===== src/rtl/pct_ram.sv =====
module pct_ram #(
    parameter int WIDTH = 8,
    parameter int DEPTH = 256
) (
    input  logic                     i_clk,
    input  logic                     i_we,
    input  logic [$clog2(DEPTH)-1:0] i_addr,
    input  logic [WIDTH-1:0]         i_wdata,
    output logic [WIDTH-1:0]         o_rdata
);

    logic [WIDTH-1:0] r_mem [DEPTH];
    logic [WIDTH-1:0] r_rdata;

    // single port, registered read
    always_ff @(posedge i_clk) begin
        if (i_we) begin
            r_mem[i_addr] <= i_wdata;
        end
        r_rdata <= r_mem[i_addr];
    end

    assign o_rdata = r_rdata;

endmodule


===== config.mk =====
export PLATFORM = sky130hd
export DESIGN_NAME = pct_ram
export DESIGN_NICKNAME = d
export VERILOG_FILES = /design/src/rtl/pct_ram.sv
export SDC_FILE = /design/constraint.sdc
export NUM_CORES = 2
export LEC_CHECK = 0
export BUFFER_PORTS_ARGS = -buffer_cell sky130_fd_sc_hd__buf_2
export CAP_MARGIN = 10
export CORE_MARGIN = 3
export CORE_UTILIZATION = 36
export CTS_CLUSTER_DIAMETER = 40
export CTS_CLUSTER_SIZE = 24
export DETAILED_ROUTE_END_ITERATION = 10
export GPL_ROUTABILITY_DRIVEN = 0
export PLACE_DENSITY = 0.47
export SYNTH_ARGS = -nofsm -noshare
export SYNTH_HDL_FRONTEND = slang
export SYNTH_SLANG_ARGS = --single-unit

===== constraint.sdc =====
create_clock -name i_clk -period 3 [get_ports i_clk]
set_input_delay 0.15 -clock i_clk [delete_from_list [all_inputs] [get_ports i_clk]]
set_output_delay 0.15 -clock i_clk [all_outputs]
set_load 0.01 [all_outputs]

; Word level (Yosys, flattened, before mapping)
; Memories as Yosys holds them, arrays and structs flattened. A register that Yosys moved wholly into a read port is not among the register bits.
; Cells that the tools add are included.
; Widths: inputs -> output; s select.
[classes]
mux = 2
[ops]
columns = cell, n
row1 = $mux 1, 2
[totals]
ramBits = 2048
out_inout_bits = 8
inputBits = 18
word_cells = 3
reg_bits = 0
mem_count = 1
[memory_table]
columns = memory, words, word_bits, read_ports, rd_clocked_by_memory_dff, wr, line_no
row1 = r_mem, 256, 8, 1, 1, 1, 12  ; logic [WIDTH-1:0] r_mem [DEPTH];

; Longest topological paths before layout
[logic_depth]
depth_word = 2
ltp_mapped = 10
ltp_nobuf = 5

; Least setup slack after synthesis
; Ideal clock, no wire load.
[synth_path]
kind = input -> register
from = input i_addr[1]
to = memory r_mem[111][0] (enable)
slack_ns = 0.631
n_path_buf = 5
required_ns = 2.630
setup_ns = 0.370
stages = 9
t_arrival_ns = 1.999
path_cell_list = buf_2 -> clkbuf_1 -> clkbuf_1 -> nand2_1 -> buf_2 -> nor2_1 -> nand2_1 -> clkbuf_1 -> nor2_1
[synth_lines]
columns = item, line_no
row1 = "start, declared", 7  ; input logic [$clog2(DEPTH)-1:0] i_addr,
row2 = "end, declared", 12
; Straight into the memory's write port.

==> run summary <==
Clock tree synthesis selected as its root buffer the cell clkbuf_16. The count of pins on the block boundary was 26; the flip-flop and latch count after synthesis was 2056. The area of the placeable core was 0.216 mm^2. After clock tree synthesis, the setup repair step added 0 buffers.

The setup TNS after final layout was 0 ns. The worst setup path is launched from a register. The number of filler instances in the final layout was 18.3k; the total die area was 0.224 mm^2. Summed over all cells, the static leakage comes to 0.0317 uW. The final design utilization is 0.454. Sorting the synthesized cells by how often they occur yields 2048 x edfxtp_1, 512 x mux4_2, 256 x a22oi_1.

Setup violations remaining at the end of the flow were counted as 0. Including well taps, the total number of placed cells is 6812. The count of nets left with antenna violations once routing finished came out at 0. The count of buffers added on input and output ports is 25. Setup repair after global routing left no endpoint under its margin.

The global-route wire length before repair came out at 314000 um. The maximum fanout along the worst path is 1, and the minimum period implied by the final worst setup slack is 2.86 ns. The flow ran to the end, and the final reports show no timing, DRC or antenna violations.

The TritonCTS sink count came out at 2056. The final critical-path share of the clock period is 0.953. Entering global routing, the biggest net connects 124 pins. The tools report the total area of sequential cells as 0.0617 mm^2. For the sequential fraction of the synthesis area, the log shows 0.786. The final max-slew violation count was 0; the H-tree depth was 5.

The routed design uses 12500 um of met3 wire. For the initial antenna violation count, the log shows 12. The worst-case headroom to the max-slew limit came out at 0.174. The run gives 22 as the number of distinct library cells after synthesis. The clock arrives with 0.0678 ns of skew. The routed wire length per instance works out to 29.5 um. Across all layers, the routed design uses 39.7k vias.

The library cell with the largest summed area after synthesis is edfxtp_1. After floorplanning, the core was divided into 170 placement rows. The prevailing post-synth register cell was edfxtp_1. The power density normalized to cell area works out to 740 mW/mm^2. The layout-stage area growth over the synthesis result is 24.9%, and the count of final hold-check violations is 0. The overall die height is 473 um.

The mapped netlist covers 0.0785 mm^2. Wires add up to 218000 um. In the synthesized netlist, the number of instances is 3547. After clock tree synthesis, the clock-pin slew on the worst setup and hold paths is 0.06 ns. For this block, wires on met1 add up to 95000 um. For the clock latency at the later pin of the worst-skew pair, the log shows 0.92 ns. During synthesis, Yosys emitted a total of 0 warnings.

The number of buffers inserted during clock tree synthesis was 325. The worst setup slack before clock tree synthesis was -0.793 ns; the detailed-router iteration count before antenna repair was 6. From left edge to right edge, the die measures 473 um.

In the final design database the tool counted 4331 nets. TritonCTS built the clock tree. The tools report the combined global-route utilization of all metal layers as 0.196. The most frequent cell after synthesis is edfxtp_1. The path class of the tightest hold or removal check is in2reg. By area the synthesized netlist is led by edfxtp_1 78%, mux4_2 15%, a22oi_1 2.4%.

The number of max-capacitance violations reported was 0. By startpoint and endpoint, the worst setup path is classified as reg2reg. The proportion of netlist area held by the largest area contributor works out to 0.783.

The sum of met2 wire segment lengths after detailed routing was 105000 um; the data required time at the worst endpoint was 3.75 ns. The tools report the number of global-route vias before repair as 41.5k. The worst-margin pin slew works out to 1.22 ns.

STA classifies the critical path endpoint as a register. The highest metal layer used by the detailed router was met5. The average instance area after synthesis was 22.1 um^2; the overall power was 72600 uW. The number of nets handed over by synthesis was 3565. The maximum clock insertion buffer count is 4, and the non-filler instance count after layout is 7396.

The fraction of registers with async set or reset after synthesis is 0, and the effective utilization at floorplan is 0.364. The multi-input combinational cells in the finished layout cover a total of 0.0159 mm^2. Global routing finished with a remaining overflow of 0.

The HPWL after detailed placement was 140000 um; the violation count after the first detailed-routing iteration was 3864. The critical path data arrival time was 3.61 ns; the highest clock frequency the design can meet was 350 MHz. In this run, synthesis inferred 2048 flip-flops with an integrated enable. For this run, design rule violations remaining after detail routing come to 0. The post-detailed-route via-to-cell ratio was 5.37.

Layout cell share with drive strength beyond 1: 0.379. The worst vdd rail ir drop came out at 0.660 mV. Setup slack closes at 0.141 ns.
## cell type report
type,count,area share
sequential,2056,0.629
multi-input combinational,1258,0.162
clock buffer,352,0.0851
timing repair buffer,671,0.0606
tap,2838,0.0362
clock inverter,217,0.0267
antenna,3,0.0000766
inverter,1,0.0000383
## sequential cells by signal, indices dropped and copies added, names as in the netlist
name / cells
o_rdata: 8
r_mem: 2048
## report_power, final
part	leakage, uW	internal [uW]	switching (uW)
clock network	0.00528	24000	13700
logic	0.00792	1200	1900
registers	0.0185	31700	67.2
total	0.0317	56900	15600
## final timing paths
check / start / end / depth (start not counted) / slack, ns
min: i_addr[5] / r_mem[13][1] / 4 / 0.1
min reg2reg: r_mem[246][7] / o_rdata[7] / 5 / 0.98
max reg2reg: r_mem[116][2] / o_rdata[2] / 6 / 0.14
max: r_mem[116][2] / o_rdata[2] / 6 / 0.14
## cell families (layout without fill, tap and decap cells)
group	count (synthesis)	count (layout)	synth area share
AOI/OAI and AO/OA	416	416	0.0362
muxes	512	512	0.147
DFF	2056	2056	0.786
buffers and inverters	233	1241	0.0140
other	0	3	0
and+or+nand+nor	330	330	0.0173
## worst max-delay path: stages (launching register included)
cell,delay [ns]
edfxtp_1,0.36
mux4_2,0.48
a22oi_1,0.25
a21oi_1,0.14
buf_4,0.19
o41ai_1,1.07
nand4_1,0.19
## per-layer routing
| metal | GRT usage | vias up |
|---|---|---|
| li1 | - | 16700 |
| met2 | 0.312 | 1226 |
| met4 | 0.0582 | 6 |
| met5 | 0 | - |
| met1 | 0.276 | 21400 |
| met3 | 0.0354 | 323 |
## repair_timing
item / CTS / global route
gates resized for setup: 1 / 0
hold buffers: 12 / 0
hold endpoints to repair: 974 / 0
endpoints found under the setup margin: 1 / 0
## metrics by stage
stage / area (um^2) / hold WS (ns)
CTS: 98000 / 0.0454
detailed placement: 86900 / 0.635
floorplan: 78500 / 0.249
finish: 98000 / 0.0973
global route: 98000 / 0.120
global placement: 86900 / 0.626
## layout by cell type (no fill, tap or decap), types with 10 or more instances in the layout
| cell type | synthesis | layout |
|---|---|---|
| clkinv_4 | 0 | 25 |
| a21oi_1 | 128 | 128 |
| clkinv_1 | 0 | 24 |
| edfxtp_1 | 2048 | 2048 |
| dlygate4sd3_1 | 0 | 12 |
| clkinv_2 | 0 | 27 |
| clkinvlp_4 | 0 | 32 |
| o41ai_1 | 32 | 25 |
| mux4_2 | 512 | 512 |
| inv_6 | 0 | 52 |
| buf_12 | 0 | 67 |
| a22oi_1 | 256 | 256 |
| nor3_1 | 30 | 30 |
| nand2_1 | 28 | 20 |
| buf_4 | 16 | 567 |
| clkbuf_16 | 0 | 330 |
| buf_2 | 36 | 15 |
| buf_8 | 0 | 10 |
| clkbuf_1 | 145 | 22 |
| nor2_1 | 232 | 230 |
| bufinv_16 | 0 | 43 |
Power figures use the tool's default switching activity.
