## src/rtl/pct_pkg.sv

```systemverilog
package pct_pkg;

    // table geometry
    localparam int MAX_POSITIONS = 256;
    localparam int MIN_TURN      = 3;
    localparam int POS_W         = 9;
    localparam int LOOP_W        = POS_W + 1;
    localparam int TABLE_DEPTH   = MAX_POSITIONS * (MAX_POSITIONS + 1) / 2;
    localparam int ADDR_W        = $clog2(TABLE_DEPTH);
    localparam int CODE_W        = 3;
    localparam int KIND_W        = 4;
    localparam int CFG_IDX_W     = 2;
    localparam int PHASE_W       = 3;

    // stored codes
    localparam logic [CODE_W-1:0] CODE_FREE      = 3'd0;
    localparam logic [CODE_W-1:0] CODE_PAIR      = 3'd1;
    localparam logic [CODE_W-1:0] CODE_BANNED    = 3'd2;
    localparam logic [CODE_W-1:0] CODE_SINGLE    = 3'd3;
    localparam logic [CODE_W-1:0] CODE_MUST_PAIR = 3'd4;
    localparam logic [CODE_W-1:0] CODE_IN_BANNED = 3'd5;

    // item kinds
    localparam logic [KIND_W-1:0] K_FORCE_PAIR  = 4'd0;
    localparam logic [KIND_W-1:0] K_BAN_PAIR    = 4'd1;
    localparam logic [KIND_W-1:0] K_SINGLE      = 4'd2;
    localparam logic [KIND_W-1:0] K_UNKNOWN     = 4'd3;
    localparam logic [KIND_W-1:0] K_STACK       = 4'd4;
    localparam logic [KIND_W-1:0] K_HAIRPIN     = 4'd5;
    localparam logic [KIND_W-1:0] K_INTERNAL    = 4'd6;
    localparam logic [KIND_W-1:0] K_REGION      = 4'd7;
    localparam logic [KIND_W-1:0] K_PROBE       = 4'd8;

    // register indexes
    localparam logic [CFG_IDX_W-1:0] CFG_ENABLE  = 2'd0;
    localparam logic [CFG_IDX_W-1:0] CFG_LIMIT   = 2'd1;
    localparam logic [CFG_IDX_W-1:0] CFG_CONTACT = 2'd2;
    localparam logic [CFG_IDX_W-1:0] CFG_SEQ_LEN = 2'd3;

    typedef struct packed {
        logic [KIND_W-1:0] kind;
        logic [POS_W-1:0]  first_pos;
        logic [POS_W-1:0]  second_pos;
        logic [POS_W-1:0]  inner_first;
        logic [POS_W-1:0]  inner_second;
    } t_in_item;

    typedef struct packed {
        logic              answer;
        logic [CODE_W-1:0] pair_code;
        logic [CODE_W-1:0] first_code;
        logic [CODE_W-1:0] second_code;
    } t_out_item;

    typedef struct packed {
        logic             enabled;
        logic             limit;
        logic [POS_W-1:0] contact;
        logic [POS_W-1:0] len;
    } t_cfg;

    typedef struct packed {
        logic              we;
        logic [ADDR_W-1:0] addr;
        logic [CODE_W-1:0] wdata;
    } t_mem_req;

endpackage

```

## src/rtl/pct_engine.sv

```systemverilog
module pct_engine (
    input  logic                              i_clk,
    input  logic                              i_rst_n,
    input  pct_pkg::t_cfg                     i_cfg,
    input  logic                              i_in_valid,
    output logic                              o_in_stall,
    input  pct_pkg::t_in_item                 i_in_item,
    output logic                              o_res_valid,
    output pct_pkg::t_out_item                o_res,
    input  logic                              i_res_ready,
    output pct_pkg::t_mem_req                 o_mem,
    input  logic [pct_pkg::CODE_W-1:0]        i_mem_rdata
);

    typedef enum logic [5:0] {
        S_CLEAR = 6'b000001,
        S_IDLE  = 6'b000010,
        S_CHECK = 6'b000100,
        S_RUN   = 6'b001000,
        S_DRAIN = 6'b010000,
        S_OUT   = 6'b100000
    } t_state;

    typedef struct packed {
        logic [pct_pkg::LOOP_W-1:0] a_lo;
        logic [pct_pkg::LOOP_W-1:0] a_hi;
        logic [pct_pkg::LOOP_W-1:0] b_lo;
        logic [pct_pkg::LOOP_W-1:0] b_hi;
        logic                       diag;
        logic                       wr;
        logic [pct_pkg::CODE_W-1:0] val;
    } t_desc;

    localparam logic [pct_pkg::PHASE_W-1:0] LAST_PHASE = '1;

    t_state                         r_state;
    pct_pkg::t_in_item              r_item;
    logic [pct_pkg::PHASE_W-1:0]    r_ph;
    logic                           r_init;
    logic [pct_pkg::LOOP_W-1:0]     r_a;
    logic [pct_pkg::LOOP_W-1:0]     r_b;
    logic [pct_pkg::ADDR_W-1:0]     r_clr;
    logic                           r_rd_vld;
    logic                           r_rd_ok;
    logic [pct_pkg::PHASE_W-1:0]    r_rd_ph;
    logic [pct_pkg::CODE_W-1:0]     r_pc, r_ci, r_cj, r_pc2, r_cp, r_cq;
    logic                           r_blk;

    t_desc                          d;
    logic                           d_skip;
    logic                           d_empty;
    logic [pct_pkg::LOOP_W-1:0]     vi, vj, vp, vq, vlen;
    logic [pct_pkg::LOOP_W-1:0]     op_b;
    logic                           op_issue;
    logic                           op_ok;
    logic [pct_pkg::CODE_W-1:0]     rd_val;
    logic                           is_write;
    logic                           wr_ok;
    logic [pct_pkg::POS_W-1:0]      sw_i, sw_j;

    function automatic logic [pct_pkg::LOOP_W-1:0] inc(input logic [pct_pkg::LOOP_W-1:0] x);
        inc = x + pct_pkg::LOOP_W'(1);
    endfunction

    function automatic logic [pct_pkg::LOOP_W-1:0] dec(input logic [pct_pkg::LOOP_W-1:0] x);
        dec = (x == '0) ? '0 : x - pct_pkg::LOOP_W'(1);
    endfunction

    // triangular address: hi*(hi-1)/2 + lo-1
    function automatic logic [pct_pkg::ADDR_W-1:0] tri_addr(
        input logic [pct_pkg::LOOP_W-1:0] x,
        input logic [pct_pkg::LOOP_W-1:0] y
    );
        logic [pct_pkg::POS_W-1:0]   lo, hi;
        logic [2*pct_pkg::POS_W-1:0] prod;
        lo = (x < y) ? x[pct_pkg::POS_W-1:0] : y[pct_pkg::POS_W-1:0];
        hi = (x < y) ? y[pct_pkg::POS_W-1:0] : x[pct_pkg::POS_W-1:0];
        prod = (2*pct_pkg::POS_W)'(hi) * (2*pct_pkg::POS_W)'(hi - pct_pkg::POS_W'(1));
        tri_addr = pct_pkg::ADDR_W'((prod >> 1) + (2*pct_pkg::POS_W)'(lo)
                   - (2*pct_pkg::POS_W)'(1));
    endfunction

    function automatic logic in_table(
        input logic [pct_pkg::LOOP_W-1:0] x,
        input logic [pct_pkg::LOOP_W-1:0] y
    );
        logic [pct_pkg::LOOP_W-1:0] lo, hi;
        lo = (x < y) ? x : y;
        hi = (x < y) ? y : x;
        in_table = (lo != '0) && (hi <= pct_pkg::LOOP_W'(pct_pkg::MAX_POSITIONS));
    endfunction

    function automatic logic within_cd(
        input logic                      lim,
        input logic [pct_pkg::POS_W-1:0] cd,
        input logic [pct_pkg::POS_W-1:0] x,
        input logic [pct_pkg::POS_W-1:0] y
    );
        logic signed [pct_pkg::POS_W+1:0] diff;
        diff = $signed({2'b00, y}) - $signed({2'b00, x});
        within_cd = !lim || (diff <= $signed({2'b00, cd}));
    endfunction

    function automatic logic stack_ok(
        input logic [pct_pkg::CODE_W-1:0] pc,
        input logic [pct_pkg::CODE_W-1:0] ci,
        input logic [pct_pkg::CODE_W-1:0] cj
    );
        stack_ok = !(pc == pct_pkg::CODE_BANNED || ci == pct_pkg::CODE_SINGLE
                     || cj == pct_pkg::CODE_SINGLE)
                   && !((ci == pct_pkg::CODE_MUST_PAIR || cj == pct_pkg::CODE_MUST_PAIR)
                        && pc != pct_pkg::CODE_PAIR);
    endfunction

    assign vi   = {1'b0, r_item.first_pos};
    assign vj   = {1'b0, r_item.second_pos};
    assign vp   = {1'b0, r_item.inner_first};
    assign vq   = {1'b0, r_item.inner_second};
    assign vlen = {1'b0, i_cfg.len};
    assign is_write = (r_item.kind == pct_pkg::K_FORCE_PAIR) || (r_item.kind == pct_pkg::K_BAN_PAIR)
                   || (r_item.kind == pct_pkg::K_SINGLE) || (r_item.kind == pct_pkg::K_UNKNOWN);

    // loop bounds of the current phase
    always_comb begin
        d      = '0;
        d_skip = 1'b0;
        d.wr   = is_write;
        case (r_item.kind)
            pct_pkg::K_FORCE_PAIR: begin
                case (r_ph)
                    3'd0: begin
                        d.a_lo = pct_pkg::LOOP_W'(1); d.a_hi = dec(vi);
                        d.b_lo = vi;                  d.b_hi = vj;
                        d.val  = pct_pkg::CODE_BANNED;
                    end
                    3'd1: begin
                        d.a_lo = vi;      d.a_hi = vj;
                        d.b_lo = inc(vj); d.b_hi = vlen;
                        d.val  = pct_pkg::CODE_BANNED;
                    end
                    3'd2: begin
                        d.a_lo = vi;      d.a_hi = vi;
                        d.b_lo = inc(vi); d.b_hi = dec(vj);
                        d.val  = pct_pkg::CODE_BANNED;
                    end
                    3'd3: begin
                        d.a_lo = inc(vi); d.a_hi = dec(vj);
                        d.b_lo = vj;      d.b_hi = vj;
                        d.val  = pct_pkg::CODE_BANNED;
                    end
                    3'd4: begin
                        d.a_lo = vi; d.a_hi = vi; d.b_lo = vi; d.b_hi = vi;
                        d.val  = pct_pkg::CODE_MUST_PAIR;
                    end
                    3'd5: begin
                        d.a_lo = vj; d.a_hi = vj; d.b_lo = vj; d.b_hi = vj;
                        d.val  = pct_pkg::CODE_MUST_PAIR;
                    end
                    3'd6: begin
                        d.a_lo = vi; d.a_hi = vi; d.b_lo = vj; d.b_hi = vj;
                        d.val  = pct_pkg::CODE_PAIR;
                    end
                    default: d_skip = 1'b1;
                endcase
            end
            pct_pkg::K_BAN_PAIR: begin
                case (r_ph)
                    3'd0: begin
                        d.a_lo = vi; d.a_hi = vi; d.b_lo = vj; d.b_hi = vj;
                        d.val  = pct_pkg::CODE_BANNED;
                    end
                    3'd1: begin
                        d.a_lo = vi; d.a_hi = vi; d.b_lo = vi; d.b_hi = vi;
                        d.val  = pct_pkg::CODE_IN_BANNED;
                    end
                    3'd2: begin
                        d.a_lo = vj; d.a_hi = vj; d.b_lo = vj; d.b_hi = vj;
                        d.val  = pct_pkg::CODE_IN_BANNED;
                    end
                    default: d_skip = 1'b1;
                endcase
            end
            pct_pkg::K_SINGLE, pct_pkg::K_UNKNOWN: begin
                case (r_ph)
                    3'd0: begin
                        d.a_lo = vi; d.a_hi = vi; d.b_lo = vi; d.b_hi = vi;
                        d.val  = pct_pkg::CODE_SINGLE;
                    end
                    3'd1: begin
                        d.a_lo = vi;                  d.a_hi = vi;
                        d.b_lo = pct_pkg::LOOP_W'(1); d.b_hi = dec(vi);
                        d.val  = pct_pkg::CODE_BANNED;
                        d_skip = (r_item.kind == pct_pkg::K_UNKNOWN);
                    end
                    3'd2: begin
                        d.a_lo = vi;      d.a_hi = vi;
                        d.b_lo = inc(vi); d.b_hi = vlen;
                        d.val  = pct_pkg::CODE_BANNED;
                    end
                    default: d_skip = 1'b1;
                endcase
            end
            default: begin
                // queries: point reads, then diagonal scans
                case (r_ph)
                    3'd0: begin
                        d.a_lo = vi; d.a_hi = vi; d.b_lo = vj; d.b_hi = vj;
                    end
                    3'd1: begin
                        d.a_lo = vi; d.a_hi = vi; d.b_lo = vi; d.b_hi = vi;
                    end
                    3'd2: begin
                        d.a_lo = vj; d.a_hi = vj; d.b_lo = vj; d.b_hi = vj;
                    end
                    3'd3: begin
                        d.a_lo = vp; d.a_hi = vp; d.b_lo = vq; d.b_hi = vq;
                        d_skip = (r_item.kind != pct_pkg::K_INTERNAL);
                    end
                    3'd4: begin
                        d.a_lo = vp; d.a_hi = vp; d.b_lo = vp; d.b_hi = vp;
                        d_skip = (r_item.kind != pct_pkg::K_INTERNAL);
                    end
                    3'd5: begin
                        d.a_lo = vq; d.a_hi = vq; d.b_lo = vq; d.b_hi = vq;
                        d_skip = (r_item.kind != pct_pkg::K_INTERNAL);
                    end
                    3'd6: begin
                        d.diag = 1'b1;
                        d.a_lo = inc(vi);
                        d.a_hi = (r_item.kind == pct_pkg::K_INTERNAL) ? dec(vp) : dec(vj);
                        d_skip = !i_cfg.enabled || !(r_item.kind == pct_pkg::K_HAIRPIN
                                 || r_item.kind == pct_pkg::K_INTERNAL
                                 || r_item.kind == pct_pkg::K_REGION);
                    end
                    default: begin
                        d.diag = 1'b1;
                        d.a_lo = inc(vq);
                        d.a_hi = dec(vj);
                        d_skip = !i_cfg.enabled || (r_item.kind != pct_pkg::K_INTERNAL);
                    end
                endcase
            end
        endcase
        d_empty = d_skip || (d.a_lo > d.a_hi) || (d.b_lo > d.b_hi);
    end

    // access of the current loop step
    assign op_b     = d.diag ? r_a : r_b;
    assign op_issue = (r_state == S_RUN) && !r_init;
    assign op_ok    = in_table(r_a, op_b);
    assign rd_val   = r_rd_ok ? i_mem_rdata : pct_pkg::CODE_FREE;

    // memory request: clearing pass, or table read or write
    always_comb begin
        o_mem = '0;
        if (r_state == S_CLEAR) begin
            o_mem.we    = 1'b1;
            o_mem.addr  = r_clr;
            o_mem.wdata = pct_pkg::CODE_FREE;
        end else begin
            o_mem.we    = op_issue && d.wr;
            o_mem.addr  = tri_addr(r_a, op_b);
            o_mem.wdata = d.val;
        end
    end

    // write ordering and range checks on the captured item
    always_comb begin
        sw_i  = (r_item.first_pos > r_item.second_pos) ? r_item.second_pos : r_item.first_pos;
        sw_j  = (r_item.first_pos > r_item.second_pos) ? r_item.first_pos : r_item.second_pos;
        wr_ok = 1'b0;
        case (r_item.kind)
            pct_pkg::K_FORCE_PAIR:
                wr_ok = (sw_i != '0) && (sw_j <= i_cfg.len)
                        && ((sw_j - sw_i) >= pct_pkg::POS_W'(pct_pkg::MIN_TURN))
                        && (sw_j != sw_i);
            pct_pkg::K_BAN_PAIR:
                wr_ok = (sw_i != '0) && (sw_j <= i_cfg.len);
            pct_pkg::K_SINGLE, pct_pkg::K_UNKNOWN:
                wr_ok = (r_item.first_pos != '0) && (r_item.first_pos <= i_cfg.len);
            default: wr_ok = 1'b0;
        endcase
    end

    // sequencer
    always_ff @(posedge i_clk) begin
        if (!i_rst_n) begin
            r_state  <= S_CLEAR;
            r_clr    <= '0;
            r_rd_vld <= 1'b0;
            r_ph     <= '0;
            r_init   <= 1'b1;
        end else begin
            r_rd_vld <= op_issue && !d.wr;
            case (r_state)
                S_CLEAR: begin
                    r_clr <= r_clr + pct_pkg::ADDR_W'(1);
                    if (r_clr == pct_pkg::ADDR_W'(pct_pkg::TABLE_DEPTH - 1)) begin
                        r_state <= S_IDLE;
                    end
                end
                S_IDLE: begin
                    if (i_in_valid) begin
                        r_state <= S_CHECK;
                    end
                end
                S_CHECK: begin
                    r_ph   <= '0;
                    r_init <= 1'b1;
                    if (is_write) begin
                        r_state <= wr_ok ? S_RUN : S_IDLE;
                    end else if (r_item.kind <= pct_pkg::K_PROBE) begin
                        r_state <= S_RUN;
                    end else begin
                        r_state <= S_IDLE;
                    end
                end
                S_RUN: begin
                    if (r_init) begin
                        if (d_empty) begin
                            r_ph <= r_ph + pct_pkg::PHASE_W'(1);
                            if (r_ph == LAST_PHASE) begin
                                r_state <= S_DRAIN;
                            end
                        end else begin
                            r_a    <= d.a_lo;
                            r_b    <= d.b_lo;
                            r_init <= 1'b0;
                        end
                    end else if (r_b == d.b_hi || d.diag) begin
                        if (r_a == d.a_hi) begin
                            r_init <= 1'b1;
                            r_ph   <= r_ph + pct_pkg::PHASE_W'(1);
                            if (r_ph == LAST_PHASE) begin
                                r_state <= S_DRAIN;
                            end
                        end else begin
                            r_a <= inc(r_a);
                            r_b <= d.b_lo;
                        end
                    end else begin
                        r_b <= inc(r_b);
                    end
                end
                S_DRAIN: begin
                    r_state <= is_write ? S_IDLE : S_OUT;
                end
                S_OUT: begin
                    if (i_res_ready) begin
                        r_state <= S_IDLE;
                    end
                end
                default: r_state <= S_IDLE;
            endcase
        end
    end

    // item capture, read tracking and code collection
    always_ff @(posedge i_clk) begin
        if (r_state == S_IDLE && i_in_valid) begin
            r_item <= i_in_item;
        end
        if (r_state == S_CHECK) begin
            r_blk <= 1'b0;
            // only pair writes are ordered smaller first
            if (r_item.kind == pct_pkg::K_FORCE_PAIR || r_item.kind == pct_pkg::K_BAN_PAIR) begin
                r_item.first_pos  <= sw_i;
                r_item.second_pos <= sw_j;
            end
        end
        r_rd_ok <= op_ok;
        r_rd_ph <= r_ph;
        if (r_rd_vld) begin
            case (r_rd_ph)
                3'd0: r_pc  <= rd_val;
                3'd1: r_ci  <= rd_val;
                3'd2: r_cj  <= rd_val;
                3'd3: r_pc2 <= rd_val;
                3'd4: r_cp  <= rd_val;
                3'd5: r_cq  <= rd_val;
                default: begin
                    if (rd_val == pct_pkg::CODE_MUST_PAIR) begin
                        r_blk <= 1'b1;
                    end
                end
            endcase
        end
    end

    // answer from collected codes
    always_comb begin
        logic wcd_ij, wcd_pq, st1, st2, reg_ok;
        wcd_ij = within_cd(i_cfg.limit, i_cfg.contact, r_item.first_pos, r_item.second_pos);
        wcd_pq = within_cd(i_cfg.limit, i_cfg.contact, r_item.inner_first, r_item.inner_second);
        st1    = (!i_cfg.enabled || stack_ok(r_pc, r_ci, r_cj)) && wcd_ij;
        st2    = (!i_cfg.enabled || stack_ok(r_pc2, r_cp, r_cq)) && wcd_pq;
        reg_ok = !i_cfg.enabled || !r_blk;
        o_res             = '0;
        o_res.pair_code   = r_pc;
        o_res.first_code  = r_ci;
        o_res.second_code = r_cj;
        case (r_item.kind)
            pct_pkg::K_STACK:    o_res.answer = st1;
            pct_pkg::K_HAIRPIN:  o_res.answer = i_cfg.enabled ? (st1 && reg_ok) : wcd_ij;
            pct_pkg::K_INTERNAL: o_res.answer = i_cfg.enabled ? (st1 && st2 && reg_ok)
                                                              : (wcd_ij && wcd_pq);
            pct_pkg::K_REGION:   o_res.answer = reg_ok;
            default:             o_res.answer = 1'b0;
        endcase
    end

    assign o_res_valid = (r_state == S_OUT);
    assign o_in_stall  = (r_state != S_IDLE);

endmodule

```

## config.mk

```make
export PLATFORM = sky130hd
export DESIGN_NAME = pct_engine
export DESIGN_NICKNAME = d
export VERILOG_FILES = /design/src/rtl/pct_pkg.sv /design/src/rtl/pct_engine.sv
export SDC_FILE = /design/constraint.sdc
export NUM_CORES = 1
export LEC_CHECK = 0
export BUFFER_PORTS_ARGS = -buffer_cell sky130_fd_sc_hd__buf_2
export CAP_MARGIN = 15
export CORE_ASPECT_RATIO = 1.25
export CORE_UTILIZATION = 42
export CTS_BUF_LIST = sky130_fd_sc_hd__clkbuf_4 sky130_fd_sc_hd__clkbuf_8
export DETAILED_ROUTE_END_ITERATION = 8
export SETUP_SLACK_MARGIN = 0.4
export SLEW_MARGIN = 20
export SYNTH_ARGS = -nofsm -noshare
export SYNTH_HDL_FRONTEND = slang
export SYNTH_SLANG_ARGS = --single-unit
```

## constraint.sdc

```tcl
create_clock -name i_clk -period 25.8 [get_ports i_clk]
set_clock_uncertainty 0.1 [all_clocks]
set_input_delay 2.58 -clock i_clk [delete_from_list [all_inputs] [get_ports i_clk]]
set_output_delay 2.58 -clock i_clk [all_outputs]
set_load 0.05 [all_outputs]
```

Word level (Yosys, flattened, before mapping)
Index checks and enable logic that the tools add are counted. W data, S select, Z words.

Flip-flop bits (word level): 110. Latch bits: 0. RAM bits: 0. Memory bits (read-only): 0. Logic and storage cells: 259. Memories kept: 0.

Add/subtract/negate cells: 16. Multiply operators: 1. Divide/modulo/power cells: 0. Order comparisons: 11. Equality and inequality tests: 53. Shifts and indexed selects: 0. Muxes and demuxes: 72. Bitwise operators: 0. Reduce and logical (&&, ||, !) cells: 85.

Operators by type and width (number): $pmux W40 S7 (1); $pmux W39 S3 (2); $mux W10 (15); $pmux W40 S3 (1); $pmux W20 S5 (1); $pmux W19 S4 (1); $mux W6 (9); $sub A9 B1 Y10 const B (4); $mux W18 (2); $mux W36 (1); $mux W9 (4); $pmux W6 S6 (1); $eq A3 B3 Y1 const B (11); $add A9 B1 Y10 const B (3); $eq A3 B2 Y1 const B (10); $logic_not A10 Y1 (3); $logic_or A1 B1 Y1 (21); $add A10 B1 Y10 const B (2); $eq A10 B10 Y1 (2); $gt A10 B10 Y1 (2); $le A10 B10 Y1 (2); $mux W20 (1); $sub A9 B9 Y10 (2); $logic_and A1 B1 Y1 (19); 55 further kinds (118).

Depth between registers and ports, before layout
Depth after elaboration: 12. Gate-level depth with buffers: 43. Gate-level depth less buffers: 40.

Worst setup path after synthesis
OpenSTA, ideal clock, no wires.

Kind: flip-flop to output port. Start: register r_ph[2] (netlist name). End: output o_mem[17] (netlist name). Arrival: 10.354 ns. Slack: 12.766 ns. Cell stages (with the launch flop): 40. Cells stage by stage: dfxtp_1 -> buf_2 -> o211a_1 -> buf_2 -> buf_2 -> mux2i_1 -> ha_1 -> a22o_1 -> nor4_1 -> o31ai_1 -> o21ai_1 -> clkbuf_1 -> nand2_1 -> o21ai_1 -> ha_1 -> and2_1 -> nand2_1 -> ha_1 -> [... 4 more ...] -> fa_1 -> fa_1 -> inv_1 -> fa_1 -> inv_1 -> ha_1 -> or2_2 -> a41o_1 -> a21oi_1 -> xnor2_1 -> inv_1 -> ha_1 -> or2_2 -> o22ai_1 -> a21oi_1 -> a21oi_1 -> xor2_1 -> o21ai_0.

RTL lines: from (decl) (RTL line pct_engine.sv:38) `logic [pct_pkg::PHASE_W-1:0] r_ph;`; from (signal assigned) (RTL line pct_engine.sv:321) `r_ph <= r_ph + pct_pkg::PHASE_W'(1);`; from (signal assigned) (RTL line pct_engine.sv:333) `r_ph <= r_ph + pct_pkg::PHASE_W'(1);`; to (decl) (RTL line pct_engine.sv:11) `output pct_pkg::t_mem_req o_mem,`.

==> summary.txt <==
part of the power in registers: 17.6%
WP data arrival: 11380 ps
period utilization: 54.50%
fmax: 71.11 MHz
Worst R2R End: r_b[3]
root buffer cell: clkbuf_8
fin. max-slew vios: 0
proportion of netlist area held by the largest area contributor: 13.58%
H-tree depth: 3
layout cells sized above 1: 9.803%
main combinational cell family by area after synthesis: compound AO/OA/AOI/OAI gates
setup bufs post-CTS: 0
gr ovfl total: 0
cells resized by post-CTS repair: 0
hold buffer count at CTS: 0
delay of the slowest critical-path stage: 750 ps
TritonCTS buffer count: 9
Hold Vio Cnt, Final: 0
initial antenna violation count: 1
global-route wire length before repair: 99.95 mm
xor-xnor portion of the synthesized cell area: 5.409%
beginning of the critical path: r_ph[1]
total length of routed wires: 66.72 mm
leakage power: 7.430 nW
Pre-Repair DR Iteration Count: 7
Worst Hold Class: flip-flop to flip-flop
vias in the first global route: 16830
Post-Synth Adder-Cell Area: 20.54%
slowest CP cell: dfxtp_1
Final setup violation count: 0
Post-Syn Area: 0.01668 mm2
# IOs: 99
part of the power in combinational logic: 74.3%
Psw: 0.0008155 W
ANT nets after route: 0
CTS clk-pin slew, worst paths: 120 ps
Layout area overhead: 6.039%
fin nets: 2484
worst-margin pin slew: 1126 ps
crit-path max FO: 37
Setup TNS Final: 0 ps
Worst setup SP type: flip-flop
Core Footprint: 0.03912 mm2
Critical Path Sink: o_mem[16]
GP Congestion: 0.9974
multiplexer area fraction after synthesis: 2.026%
Clk pwr share: 8.1%
max cap viols: 0
Synth Area in Simple Gates: 20.86%
Final Util: 45.21%
flops & latches, synth: 110
crit path kind: flip-flop to primary output
number of synthesized flops with an enable pin: 60
RSZ-0062 raised after global routing: false
total number of vias: 17250
compound-cell area share of the yosys netlist: 26.68%
largest net degree at the start of global routing: 64
CTS tree: done
sequential area share after synthesis: 16.80%
clk buf depth: 2
Period minus WS final: 14060 ps
PwrDens: 79.96 mW/mm2
Worst-Skew Late Latency: 480 ps
Starting DRT DRC Count: 1858
placed insts: 2665
top_reg_cell synth: edfxtp_1
Mapped Nets: 2480
Die Width: 180.2 um
synthesis warning total: 0
diode count: 0
All-Layer GR Usage: 32.66%
ranking of synthesized cells by area: ha_1 (14%), edfxtp_1 (11%), fa_1 (7.0%)
post-DP HPWL: 51.15 mm
Worst R2R Setup Slack: 18500 ps
DR vias/cell: 6.434
Die H: 224.8 um
Max-Slew Margin vs Limit: 24.76%
Yosys cell types: 101
Net Sw Frac: 57.67%
FP Rows: 81
crit end category: primary output
Mapped Cells: 2174
VDD IR max: 0.0001067 V
RR Startpoint: r_ph[2]
async set-or-reset flop fraction in the synthesized netlist: 0%
Crit path top cell by count: inv_1
non-filler cells, final: 2681
DIE AREA: 0.04052 mm2
internal power: 0.0005986 W
Mapped Avg Cell Area: 7.672 um2
status: finished clean
filler instances: 3995
CTS sink count: 110
DR WL/cell: 24.89 um
Port Buffer Count: 98
Critical Path RT: 23120 ps
Yosys top cell by area: ha_1
DR DRC count: 0
Starting Density: 42.63%
reg2reg path depth: 18
## power by group through the flow
stage | registers [W] | logic [W] | clock network, W
floorplan | 0.000231 | 0.000717 | 0
global placement | 0.000252 | 0.00101 | 0
detailed placement | 0.000252 | 0.00102 | 0
CTS | 0.000248 | 0.00102 | 0.000116
global route | 0.000251 | 0.00112 | 0.000120
finish | 0.000249 | 0.00105 | 0.000114
## flip-flops by register name (all words and copies together), names as in the netlist
register,count
r_a,10
r_rd_ok,1
r_ph,3
r_rd_vld,1
r_pc2,3
r_blk,1
r_clr,16
r_cp,3
r_state,6
r_init,1
r_cq,3
r_ci,3
r_cj,3
r_b,10
r_item,40
r_pc,3
r_rd_ph,3
## per-stage QoR
step	power [W]	hold WS (ps)	instance area (um2)	worst slack (ps)
final	0.001414	383.5	17690	11740
after global routing	0.001495	394.2	17690	11100
after CTS	0.001387	383.6	17690	11840
after detailed placement	0.001270	344.1	17500	12370
after global placement	0.001257	350.5	17500	12670
after floorplan	0.0009482	251.9	16680	12770
## critical path: cells and delay by family, from the launching register on
kind / cells / cell delay, ps
AOI/OAI and AO/OA: 11 / 2860
buffers and inverters: 9 / 950
and+or+nand+nor: 7 / 1240
muxes: 1 / 420
xor gates and xnor gates: 1 / 230
adders and majority gates: 11 / 4410
DFF: 1 / 750
## cell type report
class                      instances  area, um2  area share (%)
timing repair buffer             134      760.7           4.301
clock buffer                      11      145.1          0.8207
inverter                         187      701.9           3.969
multi-input combinational       1736      12610           71.29
sequential                       110       2804           15.85
clock inverter                     5      42.54          0.2405
tap                              498      623.1           3.523
## synthesized netlist by cell type (all sizes together), types with 23 or more instances
| master | count |
|---|---|
| dfxtp | 50 |
| nand2 | 188 |
| a21oi | 143 |
| or2 | 25 |
| o31ai | 26 |
| nor2b | 28 |
| inv | 182 |
| edfxtp | 60 |
| o21ai | 159 |
| a21o | 27 |
| nor3 | 40 |
| nor2 | 181 |
| nand4 | 23 |
| and2 | 25 |
| nand2b | 30 |
| fa | 58 |
| xor2 | 35 |
| ha | 181 |
| buf | 41 |
| a22oi | 28 |
| clkbuf | 100 |
| o21a | 26 |
| nand3 | 67 |
| xnor2 | 68 |
| a31oi | 34 |
## layout by cell type (no fill, tap or decap), types with 35 or more instances in the layout
master / instances
nor3_1: 38
xor2_1: 35
nor2_1: 180
edfxtp_1: 60
dfxtp_1: 49
nand3_1: 67
ha_1: 181
xnor2_1: 68
fa_1: 58
buf_2: 98
buf_4: 36
inv_1: 182
a21oi_1: 143
o21ai_0: 150
nand2_1: 188
## kinds of logic (layout without fill, tap and decap cells)
group | after synthesis | count (layout)
flip-flops | 110 | 110
adder cells (fa/ha/maj) | 239 | 239
buffers and inverters | 328 | 337
AND/OR/NAND/NOR | 703 | 703
XOR/XNOR | 103 | 103
multiplexers | 32 | 32
AO/OA/AOI/OAI | 659 | 659
## how the worst min path moves through the flow
stage | startpoint | endpoint | slack (ps) | depth (start not counted)
finish | r_ph[0] | r_rd_ph[0] | 380 | 0
global route | r_ph[0] | r_rd_ph[0] | 390 | 0
CTS | r_ph[0] | r_rd_ph[0] | 380 | 0
detailed placement | r_ph[0] | r_rd_ph[0] | 340 | 0
global placement | r_ph[0] | r_rd_ph[0] | 350 | 0
floorplan | r_ph[2] | r_rd_ph[2] | 250 | 0
## per-layer routing
layer / global-route usage (%) / part of all wire (%) / up-vias / routed length, um
li1: - / - / 7885 / -
met1: 35.79 / 37 / 8194 / 24390
met2: 55.59 / 47 / 876 / 31470
met3: 5.036 / 6.9 / 292 / 4599
met4: 28.07 / 9.4 / 2 / 6253
met5: 0 / 0.013 / - / 9
(Power assumes the default switching activity.)
